[src/sv/bqiir_ram.sv]
module bqiir_ram #(
   parameter int WIDTH = 8,
   parameter int DEPTH = 8,
   localparam int AW = (DEPTH > 1) ? $clog2(DEPTH) : 1
) (
   input  logic             clock,
   input  logic             wr_en,
   input  logic [AW-1:0]    wr_addr,
   input  logic [WIDTH-1:0] wr_data,
   input  logic             rd_en,
   input  logic [AW-1:0]    rd_addr,
   output logic [WIDTH-1:0] rd_data
);

   logic [WIDTH-1:0] mem_ff [DEPTH];
   logic [WIDTH-1:0] rd_data_ff;

   always_ff @(posedge clock) begin
      if (wr_en) begin
         mem_ff[wr_addr] <= wr_data;
      end
      // registered read, holds when not enabled
      if (rd_en) begin
         rd_data_ff <= mem_ff[rd_addr];
      end
   end

   assign rd_data = rd_data_ff;

endmodule

[config.mk]
export PLATFORM = sky130hd
export DESIGN_NAME = bqiir_ram
export DESIGN_NICKNAME = d
export VERILOG_FILES = /design/src/sv/bqiir_ram.sv
export SDC_FILE = /design/constraint.sdc
export NUM_CORES = 1
export LEC_CHECK = 0
export BUFFER_PORTS_ARGS = -buffer_cell sky130_fd_sc_hd__buf_2
export CAP_MARGIN = 20
export CELL_PAD_IN_SITES_DETAIL_PLACEMENT = 0
export CELL_PAD_IN_SITES_GLOBAL_PLACEMENT = 1
export CORE_UTILIZATION = 55
export DETAILED_ROUTE_END_ITERATION = 10
export PLACE_DENSITY = 0.86
export SLEW_MARGIN = 20
export SYNTH_ARGS = -nofsm -noshare
export SYNTH_HDL_FRONTEND = slang
export SYNTH_SLANG_ARGS = --single-unit
[constraint.sdc]
create_clock -name clock -period 4.7 [get_ports clock]
set_clock_uncertainty 0.15 [all_clocks]
set_input_delay 0.47 -clock clock [delete_from_list [all_inputs] [get_ports clock]]
set_output_delay 0.47 -clock clock [all_outputs]
set_load 0.005 [all_outputs]
==> results.yml <==
final_layout:
  drive_gt1_frac: 0.3245
  finish.instance_area_um2: 3158
  final_nets: 163
  area_growth_syn_to_layout_pct: 13.95
  num_antenna_cells: 0
  fill_cell_instance_count_of_the_final_layout: 306
worst_setup_path:
  critPathCaptureType: "flop"
  path_delay_family: "multiplexers"
  reg2regPathDepth: 2
  max_stage_delay_ns: 0.62
  worstPathRequired_ns: 4.62
  setup.worst_path.start_class: "input pin"
  crit_type: "in -> reg"
  worstPathCellList: "buf_2 > mux4_1 > mux2_2"
  critical_path_buf_inv_count: 1
  critical_path_peak_fanout: 16
  worst-path-stages: 3
  crit_arrival_ns: 1.75
  slowest_stage: "sky130_fd_sc_hd__mux4_1"
global_route:
  grt_max_degree: 17
  grt_pass1_vias: 1286
  track_usage: 0.1998
  grt_overflow: 0
  grt_first_pass_wirelength_um: 7017
  grt_antenna_before_repair: 0
hold_path:
  min_delay_path_depth: 1
  min-delay-path-class: "in -> reg"
logic_synthesis:
  yosysMostFrequentCell: "sky130_fd_sc_hd__edfxtp_1"
  synth_top_area_share: 0.7801
  synthTopCellsByArea: "sky130_fd_sc_hd__edfxtp_1 (78%), sky130_fd_sc_hd__mux4_1 (14%), sky130_fd_sc_hd__mux2_2 (3.3%), sky130_fd_sc_hd__mux4_2 (0.81%), sky130_fd_sc_hd__nor2_1 (0.81%)"
  asyncSetResetFlopFracSynth: 0
  yosys.area.top_type: "sky130_fd_sc_hd__edfxtp_1"
  synth-edff-count: 72
  yosysSeqAreaShare: 0.7801
  synthesis.area_um2: 2771
  synth-seq-cells: 72
  synthesis.nets: 131
  yosys_warnings: 0
  netlist_instances: 114
  unique_cell_type_count_in_the_yosys_netlist: 13
  ys_top_cells_by_count: "sky130_fd_sc_hd__edfxtp_1 (72), sky130_fd_sc_hd__mux4_1 (15), sky130_fd_sc_hd__mux2_2 (8)"
  synth_ff_type: "sky130_fd_sc_hd__edfxtp_1"
  mean_area_per_synthesized_cell_um2: 24.31
drt:
  detail_route.wirelength_um: 4587
  initialDrtViolationCount: 75
  drt.antenna.violating_nets: 0
  avgViaCountPerCell: 5.610
  drc_errors: 0
  drt_pre_antenna_iters: 4
  num_vias: 1223
  wl_per_cell_um: 21.04
clocking:
  post_cts.resized_instances: 0
  tritoncts: "done"
  cts_num_sinks: 72
  clock_latency_of_the_later_clocked_register_in_the_worst_skew_pair_ns: 0.32
  ctsLongestPathBuffers: 2
  clk_pin_slew_ns: 0.08
  cts_hold_repair.buffers: 0
  cts-buffers-inserted: 9
  cts-root-buf: "sky130_fd_sc_hd__clkbuf_8"
  cts_setup_buffers: 0
  cts.htree.levels: 3
timing:
  worst_pin_slew_ns: 0.9495
  unrepaired_setup_endpoints_after_global_routing: "no"
  drv_slew: 0
  period_share: 0.3879
  report.final.hold_viol_count: 0
  finalSetupViolCount: 0
  slew-limit-headroom: 0.3647
  final.min_clock_period_ns: 1.823
  max_clock_freq_mhz: 548.6
  tns_ns: 0
outcome:
  status: "complete, no violations"
die:
  fp.dieH_um: 72.99
  core_region_area_um2: 4786
  floorplan.initialDensity: 0.5791
  floorplan.die_area_um2: 5327
  die-width_um: 72.99
  rows: 25
  io_pins: 25
power_and_ir_drop:
  total_leakage_power_uw: 0.001082
  sw_power_uw: 257.5
  combPwrFrac: 0.049
  proportion_of_power_drawn_by_the_clock_network: 0.391
  p_int_uw: 1061
  max-vdd-ir-drop_mv: 0.2580
  seq_power_share: 0.560
  pwr_density_cell_nw_per_um2: 417.5
  switching_share: 0.1953
placement:
  numPortBuffers: 24
  post_detailed_placement_half_perimeter_wirelength_um: 2885
  dpl_cell_area_um2: 2947
  gp_congestion: 0.7127
job:
  max_cap_viol_count: 0
-- final timing paths --
check        slack, ns          from      endpoint
max reg2reg       3.12  mem_ff[0][0]    rd_data[0]
max               2.88    rd_addr[0]    rd_data[0]
min reg2reg       0.60  mem_ff[5][6]    rd_data[6]
min               0.26    wr_data[2]  mem_ff[0][2]
-- per-layer routing --
metal	vias up	global-route usage	wire length (um)
li1	551	-	-
met1	630	0.2573	1931
met2	35	0.3241	2414
met3	7	0.05801	187
met4	0	0.07843	53
met5	-	0	0
-- flip-flops by register name (all words and copies together), names as in the netlist --
signal,flops
rd_data,8
mem_ff,64
-- cells in the final DEF (no fill, tap or decap) --
cell / Yosys / final
sky130_fd_sc_hd__edfxtp_1: 72 / 72
sky130_fd_sc_hd__buf_2: 1 / 24
sky130_fd_sc_hd__mux4_1: 15 / 15
sky130_fd_sc_hd__clkbuf_8: 0 / 9
sky130_fd_sc_hd__mux2_2: 8 / 8
sky130_fd_sc_hd__nor2_1: 6 / 6
sky130_fd_sc_hd__nand2b_1: 3 / 3
sky130_fd_sc_hd__nand2_1: 2 / 2
sky130_fd_sc_hd__nor3_1: 2 / 2
sky130_fd_sc_hd__clkinvlp_4: 0 / 2
sky130_fd_sc_hd__bufinv_16: 0 / 2
sky130_fd_sc_hd__buf_4: 0 / 2
sky130_fd_sc_hd__mux4_2: 1 / 1
sky130_fd_sc_hd__clkinv_2: 0 / 1
sky130_fd_sc_hd__clkinv_1: 0 / 1
sky130_fd_sc_hd__clkbuf_1: 1 / 1
-- layout make-up --
class / instances / area, um^2 / area share
clock buffer: 10 / 127.6 / 0.04041
timing repair buffer: 26 / 135.1 / 0.04279
sequential: 72 / 2162 / 0.6846
clock inverter: 6 / 83.83 / 0.02655
tap: 67 / 83.83 / 0.02655
multi-input combinational: 37 / 565.5 / 0.1791
-- worst reg2reg max path, delay by kind of cell, from the launching register on --
family	cells	cell delay, ns
flops	1	0.40
mux	2	0.79
-- metrics by stage --
stage / utilization / hold WS (ns) / instances / power (uW) / setup slack (ns)
floorplan: - / 0.4189 / 114 / 790.4 / 2.797
global placement: 0.6157 / 0.5721 / 202 / 812.9 / 2.557
detailed placement: 0.6157 / 0.5831 / 202 / 819.0 / 2.535
CTS: 0.6599 / 0.2473 / 218 / 1322 / 2.868
global route: 0.6599 / 0.2547 / 218 / 1353 / 2.842
finish: 0.6599 / 0.2587 / 218 / 1319 / 2.877
-- power by group through the flow --
stage,clock network [uW],registers (uW),logic (uW)
final,515,739,64.9
after global placement,0,751,61.8
after floorplan,0,752,38.8
after detailed placement,0,753,65.7
after CTS,517,739,66.2
after global routing,541,741,70.7
-- cells by family after synthesis --
group / after synthesis / synth area share
and+or+nand+nor: 13 / 0.02122
muxes: 24 / 0.1828
buffers and inverters: 5 / 0.01580
DFF: 72 / 0.7801
Power figures use the tool's default switching activity.
